File: config.mk
export PLATFORM = sky130hd
export DESIGN_NAME = double_ended_queue
export DESIGN_NICKNAME = d
export VERILOG_FILES = /design/src/rtl/core/dq_pkg.sv /design/src/rtl/core/double_ended_queue.sv /design/src/rtl/core/dq_ram.sv /design/src/rtl/core/dq_datapath.sv /design/src/rtl/core/dq_ctrl.sv
export SDC_FILE = /design/constraint.sdc
export NUM_CORES = 2
export LEC_CHECK = 0
export BUFFER_PORTS_ARGS = -buffer_cell sky130_fd_sc_hd__buf_4
export CORE_ASPECT_RATIO = 0.75
export CORE_MARGIN = 4
export CORE_UTILIZATION = 30
export CTS_CLUSTER_SIZE = 28
export DETAILED_ROUTE_END_ITERATION = 8
export HOLD_SLACK_MARGIN = 0.03
export PLACE_DENSITY_LB_ADDON = 0.2
export SYNTH_ARGS = -nofsm -noshare
export SYNTH_HDL_FRONTEND = slang
export SYNTH_SLANG_ARGS = --single-unit
File: constraint.sdc
create_clock -name clk -period 5.4 [get_ports clk]
set_clock_uncertainty 0.05 [all_clocks]
set_input_delay 0.27 -clock clk [delete_from_list [all_inputs] [get_ports clk]]
set_output_delay 0.27 -clock clk [all_outputs]
set_load 0.01 [all_outputs]
File: src/rtl/core/dq_pkg.sv
// Shared types, codes and sizes for the double-ended queue.
package dq_pkg;

	localparam int DQ_CAPACITY = 64;
	localparam int DQ_MAX_CAPACITY = 64;
	localparam int DQ_CNT_W = 7;
	localparam int DQ_WORD_W = 32;
	localparam int DQ_MODE_W = 3;
	localparam int DQ_STATUS_W = 2;

	localparam logic [DQ_MODE_W-1:0] MODE_PUSH_FRONT = 3'd0;
	localparam logic [DQ_MODE_W-1:0] MODE_POP_FRONT = 3'd1;
	localparam logic [DQ_MODE_W-1:0] MODE_PUSH_BACK = 3'd2;
	localparam logic [DQ_MODE_W-1:0] MODE_POP_BACK = 3'd3;
	localparam logic [DQ_MODE_W-1:0] MODE_LIST = 3'd4;

	localparam logic [DQ_STATUS_W-1:0] STATUS_OK = 2'd0;
	localparam logic [DQ_STATUS_W-1:0] STATUS_EMPTY = 2'd1;
	localparam logic [DQ_STATUS_W-1:0] STATUS_FULL = 2'd2;

	typedef struct packed {
		logic [DQ_MODE_W-1:0] mode;
		logic signed [DQ_WORD_W-1:0] value;
	} req_t;

	typedef struct packed {
		logic [DQ_STATUS_W-1:0] status;
		logic signed [DQ_WORD_W-1:0] word;
		logic last;
		logic [DQ_CNT_W-1:0] occupancy;
	} rsp_t;

	// controller to datapath
	typedef struct packed {
		logic apply;       // apply push/pop of the accepted transaction
		logic load_single; // load the one-result response
		logic list_start;  // latch list walk pointer and remaining count
		logic rd_en;       // read ring at walk pointer
		logic load_list;   // load one list response from read data
	} cmd_t;

	// datapath to controller
	typedef struct packed {
		logic out_free;
		logic empty;
		logic list_last;
	} sts_t;

endpackage

File: src/rtl/core/double_ended_queue.sv
// Top level of the double-ended queue: controller, datapath and ports.
//
// Bounded double-ended queue of signed 32-bit words kept in a ring of CAPACITY
// entries. Each request transaction carries a mode (push front, pop front,
// push back, pop back, list) and a value. A push or pop returns one response
// with status ok, empty or full (a push into a full queue is dropped) and
// the occupancy after the operation; a list returns one response per stored
// word, front to back, with last set on the final one, or a single empty
// response when there is nothing stored. Modes 5 to 7 are ignored and return
// nothing. A push, pop or empty list is done in the accepting cycle and the
// controller stays ready for the next request, provided the response register
// is free or being drained. A list is walked after the accepting cycle: for
// every word one read of the entry RAM (registered read data) followed by a
// load of the response register, which a response stall holds up. Requests are
// stalled while a list is being walked. The entry store needs no clearing
// after reset; only occupied entries are ever read.
module double_ended_queue #(
	parameter int CAPACITY = dq_pkg::DQ_CAPACITY
) (
	input  logic          clk,
	input  logic          arst_n,
	input  logic          req_valid,
	output logic          req_stall,
	input  dq_pkg::req_t  req,
	output logic          rsp_valid,
	input  logic          rsp_stall,
	output dq_pkg::rsp_t  rsp
);
	import dq_pkg::*;

	cmd_t cmd;
	sts_t sts;

	// sequencing: acceptance, list walk
	dq_ctrl u_ctrl (
		.clk       (clk),
		.arst_n    (arst_n),
		.req_valid (req_valid),
		.mode      (req.mode),
		.req_stall (req_stall),
		.sts       (sts),
		.cmd       (cmd)
	);

	// ring state, entry RAM and the response register
	dq_datapath #(.CAPACITY(CAPACITY)) u_datapath (
		.clk       (clk),
		.arst_n    (arst_n),
		.req       (req),
		.cmd       (cmd),
		.sts       (sts),
		.rsp_stall (rsp_stall),
		.rsp_valid (rsp_valid),
		.rsp       (rsp)
	);

endmodule

File: src/rtl/core/dq_ram.sv
// Generic single-write, single-read RAM with registered read data.
module dq_ram #(
	parameter int WIDTH = 32,
	parameter int DEPTH = 64,
	localparam int AW = (DEPTH > 1) ? $clog2(DEPTH) : 1
) (
	input  logic             clk,
	input  logic             wr_en,
	input  logic [AW-1:0]    wr_addr,
	input  logic [WIDTH-1:0] wr_data,
	input  logic             rd_en,
	input  logic [AW-1:0]    rd_addr,
	output logic [WIDTH-1:0] rd_data
);

	logic [WIDTH-1:0] mem_q [DEPTH];

	always_ff @(posedge clk) begin
		if (wr_en) begin
			mem_q[wr_addr] <= wr_data;
		end
		if (rd_en) begin
			rd_data <= mem_q[rd_addr];
		end
	end

endmodule

File: src/rtl/core/dq_datapath.sv
// Ring pointers, fill count, entry store, list walker and response register.
module dq_datapath #(
	parameter int CAPACITY = dq_pkg::DQ_CAPACITY
) (
	input  logic          clk,
	input  logic          arst_n,
	input  dq_pkg::req_t  req,
	input  dq_pkg::cmd_t  cmd,
	output dq_pkg::sts_t  sts,
	input  logic          rsp_stall,
	output logic          rsp_valid,
	output dq_pkg::rsp_t  rsp
);
	import dq_pkg::*;

	localparam int IW = $clog2(CAPACITY);
	localparam logic [IW-1:0] LAST_IDX = IW'(CAPACITY - 1);
	localparam logic [DQ_CNT_W-1:0] FULL_CNT = DQ_CNT_W'(CAPACITY);

	logic [IW-1:0] front_q, back_q, pos_q;
	logic [DQ_CNT_W-1:0] count_q, remain_q, count_next;
	logic out_valid_q;
	rsp_t out_q;

	logic empty, full, is_push, is_pop, do_push, do_pop;
	logic [IW-1:0] front_prev, front_next, back_prev, back_next, pos_next;
	logic wr_en;
	logic [IW-1:0] wr_addr;
	logic [DQ_WORD_W-1:0] rd_data;
	logic [DQ_STATUS_W-1:0] single_status;

	function automatic logic [IW-1:0] ring_next(input logic [IW-1:0] i);
		return (i == LAST_IDX) ? '0 : i + 1'b1;
	endfunction

	function automatic logic [IW-1:0] ring_prev(input logic [IW-1:0] i);
		return (i == '0) ? LAST_IDX : i - 1'b1;
	endfunction

	always_comb begin
		empty = (count_q == '0);
		full = (count_q >= FULL_CNT);
		is_push = (req.mode == MODE_PUSH_FRONT) || (req.mode == MODE_PUSH_BACK);
		is_pop = (req.mode == MODE_POP_FRONT) || (req.mode == MODE_POP_BACK);
		do_push = cmd.apply && is_push && !full;
		do_pop = cmd.apply && is_pop && !empty;
		front_prev = ring_prev(front_q);
		front_next = ring_next(front_q);
		back_prev = ring_prev(back_q);
		back_next = ring_next(back_q);
		pos_next = ring_next(pos_q);
		count_next = count_q;
		if (do_push) begin
			count_next = count_q + 1'b1;
		end else if (do_pop) begin
			count_next = count_q - 1'b1;
		end
		wr_en = do_push;
		wr_addr = (req.mode == MODE_PUSH_FRONT) ? front_prev : back_q;
		if (is_push) begin
			single_status = full ? STATUS_FULL : STATUS_OK;
		end else if (is_pop) begin
			single_status = empty ? STATUS_EMPTY : STATUS_OK;
		end else begin
			single_status = STATUS_EMPTY; // list of an empty queue
		end
		sts.out_free = !out_valid_q || !rsp_stall;
		sts.empty = empty;
		sts.list_last = (remain_q == DQ_CNT_W'(1));
	end

	dq_ram #(.WIDTH(DQ_WORD_W), .DEPTH(CAPACITY)) u_ram (
		.clk     (clk),
		.wr_en   (wr_en),
		.wr_addr (wr_addr),
		.wr_data (req.value),
		.rd_en   (cmd.rd_en),
		.rd_addr (pos_q),
		.rd_data (rd_data)
	);

	always_ff @(posedge clk or negedge arst_n) begin
		if (!arst_n) begin
			front_q <= '0;
			back_q <= '0;
			count_q <= '0;
			pos_q <= '0;
			remain_q <= '0;
			out_valid_q <= 1'b0;
		end else begin
			count_q <= count_next;
			if (do_push && req.mode == MODE_PUSH_FRONT) front_q <= front_prev;
			if (do_push && req.mode == MODE_PUSH_BACK) back_q <= back_next;
			if (do_pop && req.mode == MODE_POP_FRONT) front_q <= front_next;
			if (do_pop && req.mode == MODE_POP_BACK) back_q <= back_prev;
			if (cmd.list_start) begin
				pos_q <= front_q;
				remain_q <= count_q;
			end else if (cmd.load_list) begin
				pos_q <= pos_next;
				remain_q <= remain_q - 1'b1;
			end
			if (cmd.load_single || cmd.load_list) begin
				out_valid_q <= 1'b1;
			end else if (!rsp_stall) begin
				out_valid_q <= 1'b0;
			end
		end
	end

	always_ff @(posedge clk) begin
		if (cmd.load_single) begin
			out_q.status <= single_status;
			out_q.word <= '0;
			out_q.last <= 1'b1;
			out_q.occupancy <= count_next;
		end else if (cmd.load_list) begin
			out_q.status <= STATUS_OK;
			out_q.word <= rd_data;
			out_q.last <= sts.list_last;
			out_q.occupancy <= count_q;
		end
	end

	assign rsp_valid = out_valid_q;
	assign rsp = out_q;

	a_count_bound: assert property (@(posedge clk) disable iff (!arst_n)
		count_q <= FULL_CNT) else $error("fill count above capacity");
	a_empty_ptrs: assert property (@(posedge clk) disable iff (!arst_n)
		count_q == '0 |-> front_q == back_q) else $error("empty ring with split pointers");
	a_full_ptrs: assert property (@(posedge clk) disable iff (!arst_n)
		count_q == FULL_CNT |-> front_q == back_q) else $error("full ring with split pointers");
	a_list_remain: assert property (@(posedge clk) disable iff (!arst_n)
		cmd.load_list |-> remain_q != '0) else $error("list load with nothing left");

endmodule

File: src/rtl/core/dq_ctrl.sv
// Controller: transaction acceptance and list walk sequencing.
module dq_ctrl (
	input  logic                          clk,
	input  logic                          arst_n,
	input  logic                          req_valid,
	input  logic [dq_pkg::DQ_MODE_W-1:0]  mode,
	output logic                          req_stall,
	input  dq_pkg::sts_t                  sts,
	output dq_pkg::cmd_t                  cmd
);
	import dq_pkg::*;

	localparam logic [1:0] ST_IDLE = 2'd0;
	localparam logic [1:0] ST_LIST_RD = 2'd1;
	localparam logic [1:0] ST_LIST_OUT = 2'd2;

	logic [1:0] state_q, state_next;
	logic accept;

	always_comb begin
		req_stall = !(state_q == ST_IDLE && sts.out_free);
		accept = req_valid && !req_stall;
		cmd = '0;
		state_next = state_q;
		case (state_q)
			ST_IDLE: begin
				if (accept) begin
					case (mode)
						MODE_PUSH_FRONT, MODE_POP_FRONT, MODE_PUSH_BACK, MODE_POP_BACK: begin
							cmd.apply = 1'b1;
							cmd.load_single = 1'b1;
						end
						MODE_LIST: begin
							if (sts.empty) begin
								cmd.load_single = 1'b1;
							end else begin
								cmd.list_start = 1'b1;
								state_next = ST_LIST_RD;
							end
						end
						default: ; // unused modes: no response
					endcase
				end
			end
			ST_LIST_RD: begin
				cmd.rd_en = 1'b1;
				state_next = ST_LIST_OUT;
			end
			ST_LIST_OUT: begin
				if (sts.out_free) begin
					cmd.load_list = 1'b1;
					state_next = sts.list_last ? ST_IDLE : ST_LIST_RD;
				end
			end
			default: state_next = ST_IDLE;
		endcase
	end

	always_ff @(posedge clk or negedge arst_n) begin
		if (!arst_n) begin
			state_q <= ST_IDLE;
		end else begin
			state_q <= state_next;
		end
	end

endmodule
## Yosys cells after proc, flatten, opt, wreduce, memory -nomap -nowiden

Memory sizes are Yosys's and may differ from the RTL's. A register that Yosys moved wholly into a read port is not among the register bits.
Cells that the tools add are included.

| storage, ports and cells | value |
|---|---|
| register bits after elaboration | 77 |
| input bits | 39 |
| RAM bits | 2048 |
| bits in read-only memories | 0 |
| logic and storage cells | 108 |
| latch bits | 0 |
| memories | 1 |
| output and inout port bits | 44 |

Memory list:

| memory | depth | bits a word | rd ports | clocked after memory_dff | wr ports | line | text |
|---|---|---|---|---|---|---|---|
| u_datapath.u_ram.mem_q | 64 | 32 | 1 | 1 | 1 | dq_ram.sv:16 | `logic [WIDTH-1:0] mem_q [DEPTH];` |

| operators by class | value |
|---|---|
| multiplexer cells | 42 |
| bitwise logic cells | 0 |
| $add $sub $neg | 8 |
| divide/modulo/power cells | 0 |
| multipliers | 0 |
| equality and inequality tests | 15 |
| magnitude comparators | 1 |
| reductions and logical operators | 30 |
| shift-type cells | 0 |

Operators with widths:

| cell | number |
|---|---|
| $mux W42 | 2 |
| $mux W6 | 12 |
| $mux W7 | 4 |
| $add A6 B1 Y6 const B | 3 |
| $eq A6 B6 Y1 const B | 3 |
| $mux W2 | 7 |
| $sub A7 B1 Y7 const B | 2 |
| $mux W1 | 13 |
| $logic_not A6 Y1 | 2 |
| $sub A6 B1 Y6 const B | 2 |
| $logic_and A1 B1 Y1 | 10 |
| $reduce_bool A2 Y1 | 4 |
| $add A7 B1 Y7 const B | 1 |
| $eq A7 B1 Y1 const B | 1 |
| $ge A7 B7 Y1 const B | 1 |
| $logic_not A7 Y1 | 1 |
| $eq A3 B2 Y1 const B | 2 |
| $mux W3 | 2 |
| $ne A2 B1 Y1 const B | 3 |
| $pmux W2 S3 | 1 |
| $logic_not A1 Y1 | 5 |
| $logic_or A1 B1 Y1 | 4 |
| $ne A2 B2 Y1 const B | 2 |
| $reduce_and A4 Y1 | 1 |
| other kinds (8) | 8 |

## Depth between registers and ports, before layout

| logic depth | value |
|---|---|
| depth in word-level cells | 11 |
| depth in mapped cells | 10 |
| gate-level depth less buffers | 7 |

## Cells and area by module

A second synthesis with hierarchy kept.

| unflattened totals | value |
|---|---|
| cell total of the unflattened synthesis | 3760 |
| area, all modules | 82917.0 sq um |

Modules (own cells, without submodules):

| module | times used | cells each | seq. area each (sq um) | area each (sq um) |
|---|---|---|---|---|
| dq_ram | 1 | 3324 | 62459.9 | 78835.6 |
| dq_datapath | 1 | 419 | 1756.7 | 3908.7 |
| dq_ctrl | 1 | 17 | 50.0 | 172.7 |

## Least setup slack after synthesis

Ideal clock, no wire load.

| timing path | value |
|---|---|
| path kind | register to register |
| start | register u_datapath.front_q[0] |
| end | memory u_datapath.u_ram.mem_q[36][0] (enable) |
| setup time | 421 ps |
| buffers on the path | 1 |
| arrival time | 3265 ps |
| slack | 1664 ps |
| clock period less this slack | 3736 ps |
| data required time | 4929 ps |
| stages on the path, launching flop included | 9 |
| path through | dfrtp_1 > clkbuf_1 > inv_1 > ha_1 > nor2b_1 > o21a_1 > o221ai_1 > nand4_1 > nor2_1 |

| between the ends | value |
|---|---|
| cells in the longest elaborated chain, start to end | 3 |
| elaborated cells between the ends (all ways) | 4 |
| those cells by class | 1 x add/sub; 2 x mux; 1 x reduce/logical |

Ends and longest elaborated chain:

| item | line | text |
|---|---|---|
| start: declaration | dq_datapath.sv:20 | `logic [IW-1:0] front_q, back_q, pos_q;` |
| start signal: assignment | dq_datapath.sv:92 | `if (do_push && req.mode == MODE_PUSH_FRONT) front_q <= front_prev;` |
| start signal: assignment | dq_datapath.sv:94 | `if (do_pop && req.mode == MODE_POP_FRONT) front_q <= front_next;` |
| $sub A6 B1 Y6 / $logic_not A6 Y1 (equally long branches) | dq_datapath.sv:37 | `return (i == '0) ? LAST_IDX : i - 1'b1;` |
| $mux W6 * | dq_datapath.sv:37 |  |
| $mux W6 * | dq_datapath.sv:59 | `wr_addr = (req.mode == MODE_PUSH_FRONT) ? front_prev : back_q;` |
| end: declaration | dq_ram.sv:16 |  |

Mark *: on every way between the ends. The rest lies on a longest branch, timed or not.

## Worst setup path after layout

| timing path | value |
|---|---|
| start | register u_datapath.front_q[0] |
| end | memory u_datapath.u_ram.mem_q[11][21] (enable) |

Same word-level chain as after synthesis.

==> run_results.csv <==
group,metric,value,unit
cts,h-tree-depth,4,
floorplan,die_w,616,um
worst_setup_path,critPathMaxFanout,18,
detailed_routing,routed_wirelength,248000,um
floorplan,num_rows,167,
sta,maxSlewHeadroom,0.125,
cts,cts_tree,"done",
synthesis,seq_area_frac_synth,0.773,
placed_design,place.gp.congestion,0.792,
final_layout,fillers,25700,
cts,cts.sinks,2157,
sta,setup_viol,0,
synthesis,ys_warn_count,0,
synthesis,synthCells,3993,
cts,cts_hold_buf,44,
pwr,cellLeakagePower,0.0295,uW
floorplan,core_area,276000,um^2
detailed_routing,num_vias,42200,
sta,min_period,4.07,ns
outcome,status,"completed",
worst_setup_path,worstPathRequired,5.86,ns
sta,slew_viol_final,0,
final_layout,area_growth,16.0,%
pwr,ir_drop,0.000300,V
synthesis,synth_seq_cells,2157,
worst_setup_path,critPathKind,"reg -> reg",
final_layout,drive_above_1_share,0.239,
job,drv_cap,0,
pwr,pwr-share-seq,0.422,
floorplan,ioPinCount,83,
synthesis,ys.flop_type,"edfxtp_1",
floorplan,die_area,286000,um^2
final_layout,final_cell_mix,"2,089 x edfxtp_1, 409 x mux4_2, 274 x mux2i_1, 249 x buf_4, 220 x clkbuf_16",
pwr,intPower,31700,uW
pwr,power.density,480,nW/um^2
sta,worst_pin_slew,1.31,ns
synthesis,syn_area_per_cell,20.8,um^2
sta,finalSetupTns,0,ns
placed_design,io_buffers,82,
worst_setup_path,crit_arrival,4.53,ns
grt,antenna_found_initial,25,
worst_setup_path,end_kind,"flop",
detailed_routing,ant_nets,0,
pwr,swShare,0.317,
synthesis,syn-num-nets,4044,
detailed_routing,drc,0,
sta,fin_crit_sh,0.754,
detailed_routing,vias_per_cell,5.16,
detailed_routing,routedWlPerCell,30.3,um
synthesis,synth_edf_count,2089,
final_layout,mostFrequentLayoutCell,"edfxtp_1",
pwr,p_switching,14700,uW
final_layout,final_core_util,0.350,
sta,hold_viol,0,
grt,grt_max_degree,82,
sta,timing.fmax,0.246,GHz
floorplan,die_h,464,um
sta,rsz0062_at_grt,"no",
worst_setup_path,start_kind,"flop",
floorplan,initial_core_util,0.301,
synthesis,syn_area,83100,um^2
cts,clk_latency,0.84,ns
detailed_routing,drtIter0Drc,4900,
cts,postCtsSetupBuffers,0,
synthesis,synthDistinctLibCells,76,
grt,grt_pass1_vias,41600,
placed_design,dpl.hpwl,146000,um
grt,grt-ovfl-total,0,
detailed_routing,drt_pass1_iterations,5,
cts,cts_inserted_buffers,217,
pwr,pwr-share-comb,0.271,
pwr,p_clk_frac,0.306,
hold_path,hold_path_class,"in -> reg",
cts,clock-root-buffer,"clkbuf_16",
cts,clk_pin_slew_worst_paths,0.06,ns
grt,grt_pass1_wl,343000,um
final_layout,layout.nets,4351,
synthesis,async_reset_ff_frac,0.0162,
grt,track_usage,0.169,
cts,ctsResizeCount,0,
cts,clock_path_buffers,4,
[logic make-up after synthesis]
kind of cell,synth area share
flip-flops,0.773
multiplexers,0.145
AO/OA/AOI/OAI,0.0414
AND/OR/NAND/NOR,0.0221
buffers and inverters,0.0152
XOR/XNOR,0.00158
adder cells (fa/ha/maj),0.00181
[sequential cells by signal, indices dropped and copies added (netlist names)]
register                  flops
u_datapath.remain_q           7
u_datapath.rsp               42
u_datapath.back_q             6
u_datapath.count_q            7
u_datapath.front_q            6
u_datapath.u_ram.rd_data     32
u_datapath.pos_q              6
u_datapath.rsp_valid          1
u_datapath.u_ram.mem_q     2048
u_ctrl.state_q                2
[Yosys cell counts (4+ instances only)]
master     number  area [um^2]
nand4_1        33          206
buf_2          49          245
a21o_1          4         30.0
nor3_1         21          105
buf_1          15         56.3
a211oi_1       26          195
mux2i_1       274         2740
and2_1         10         62.6
mux4_2        409         9210
dfrtp_1        35          876
o22ai_1        36          225
clkbuf_1      112          420
a311oi_1        8         70.1
a22oi_1       143         1070
nand2b_1        9         56.3
buf_6          13          146
or3_1          12         75.1
xnor2_1        13          114
edfxtp_1     2089        62700
a22o_1          5         43.8
o211ai_1        7         52.6
o21ai_0        26          130
a31oi_1        14         87.6
dfxtp_1        33          661
a31o_2          5         43.8
buf_4          34          255
nor2b_1        11         68.8
a21oi_1       115          576
ha_1           12          150
nor4_1          4         25.0
nor2_1        101          379
or4_1           6         45.0
nand2_1       120          450
inv_1          19         71.3
o221ai_1       46          403
or2_2           5         31.3
o2bb2ai_1       4         35.0
nand3_1        31          155
o22a_1         23          201
[power by group through the flow]
stage                     logic [uW]  registers [uW]  clock network (uW)
after detailed placement       12600           19900                   0
after global placement         12600           19900                   0
after CTS                      12700           19600               14600
after floorplan                 7690           19400                   0
final                          12600           19600               14200
after global routing           13300           19600               15300
[layer usage]
metal / share of wire / global-route usage / wire length, um
met5: 0 / 0 / 0
met3: 0.076 / 0.0321 / 18900
met1: 0.48 / 0.265 / 118000
met4: 0.018 / 0.0322 / 4500
met2: 0.43 / 0.244 / 107000
[path summary, 6_finish.rpt]
check	cells past startpoint	slack [ns]	startpoint	to
setup / recovery	9	1.33	u_datapath.front_q[0]	u_datapath.u_ram.mem_q[11][21]
hold / removal	2	0.12	req[19]	u_datapath.u_ram.mem_q[60][19]
setup reg to reg	9	1.33	u_datapath.front_q[0]	u_datapath.u_ram.mem_q[11][21]
hold reg to reg	2	0.41	u_datapath.rsp[38]	u_datapath.rsp[38]
max in group asynchronous	4	4.64	arst_n	u_datapath.pos_q[0]
min in group asynchronous	4	0.42	arst_n	u_datapath.rsp_valid
[per-stage QoR]
step | setup slack (ns) | hold WS, ns | cell area [um^2] | instances | power [uW]
2_1_floorplan | 1.66 | -0.0756 | 83100 | 3993 | 27100
3_3_place_gp | 1.42 | 0.239 | 89500 | 7755 | 32600
3_5_place_dp | 1.42 | 0.240 | 89500 | 7755 | 32600
4_1_cts | 1.32 | 0.0528 | 96500 | 8182 | 46800
5_1_grt | 1.15 | 0.0749 | 96500 | 8182 | 48200
6_report | 1.33 | 0.116 | 96500 | 8187 | 46300
[worst max-delay path, cell delays in order, from the launching register on]
cell and delay, ns:
dfrtp_1 0.51, inv_1 0.16, ha_1 0.18, nor2b_1 0.19
nand2_1 0.22, a31oi_1 0.42, nand3_1 0.56, buf_4 0.43
nor2_4 0.67, buf_4 0.31
[final cells by class]
class / instances / area (um^2) / share of cell area
flip-flops and latches: 2157 / 64300 / 0.666
clock buffers: 270 / 5690 / 0.0590
clock inverters: 113 / 788 / 0.00817
repair buffers: 315 / 2760 / 0.0286
inverters: 20 / 75.1 / 0.000778
diodes: 5 / 12.5 / 0.000130
well taps: 3718 / 4650 / 0.0482
multi-input cells: 1589 / 18200 / 0.189
(Power assumes the default switching activity.)
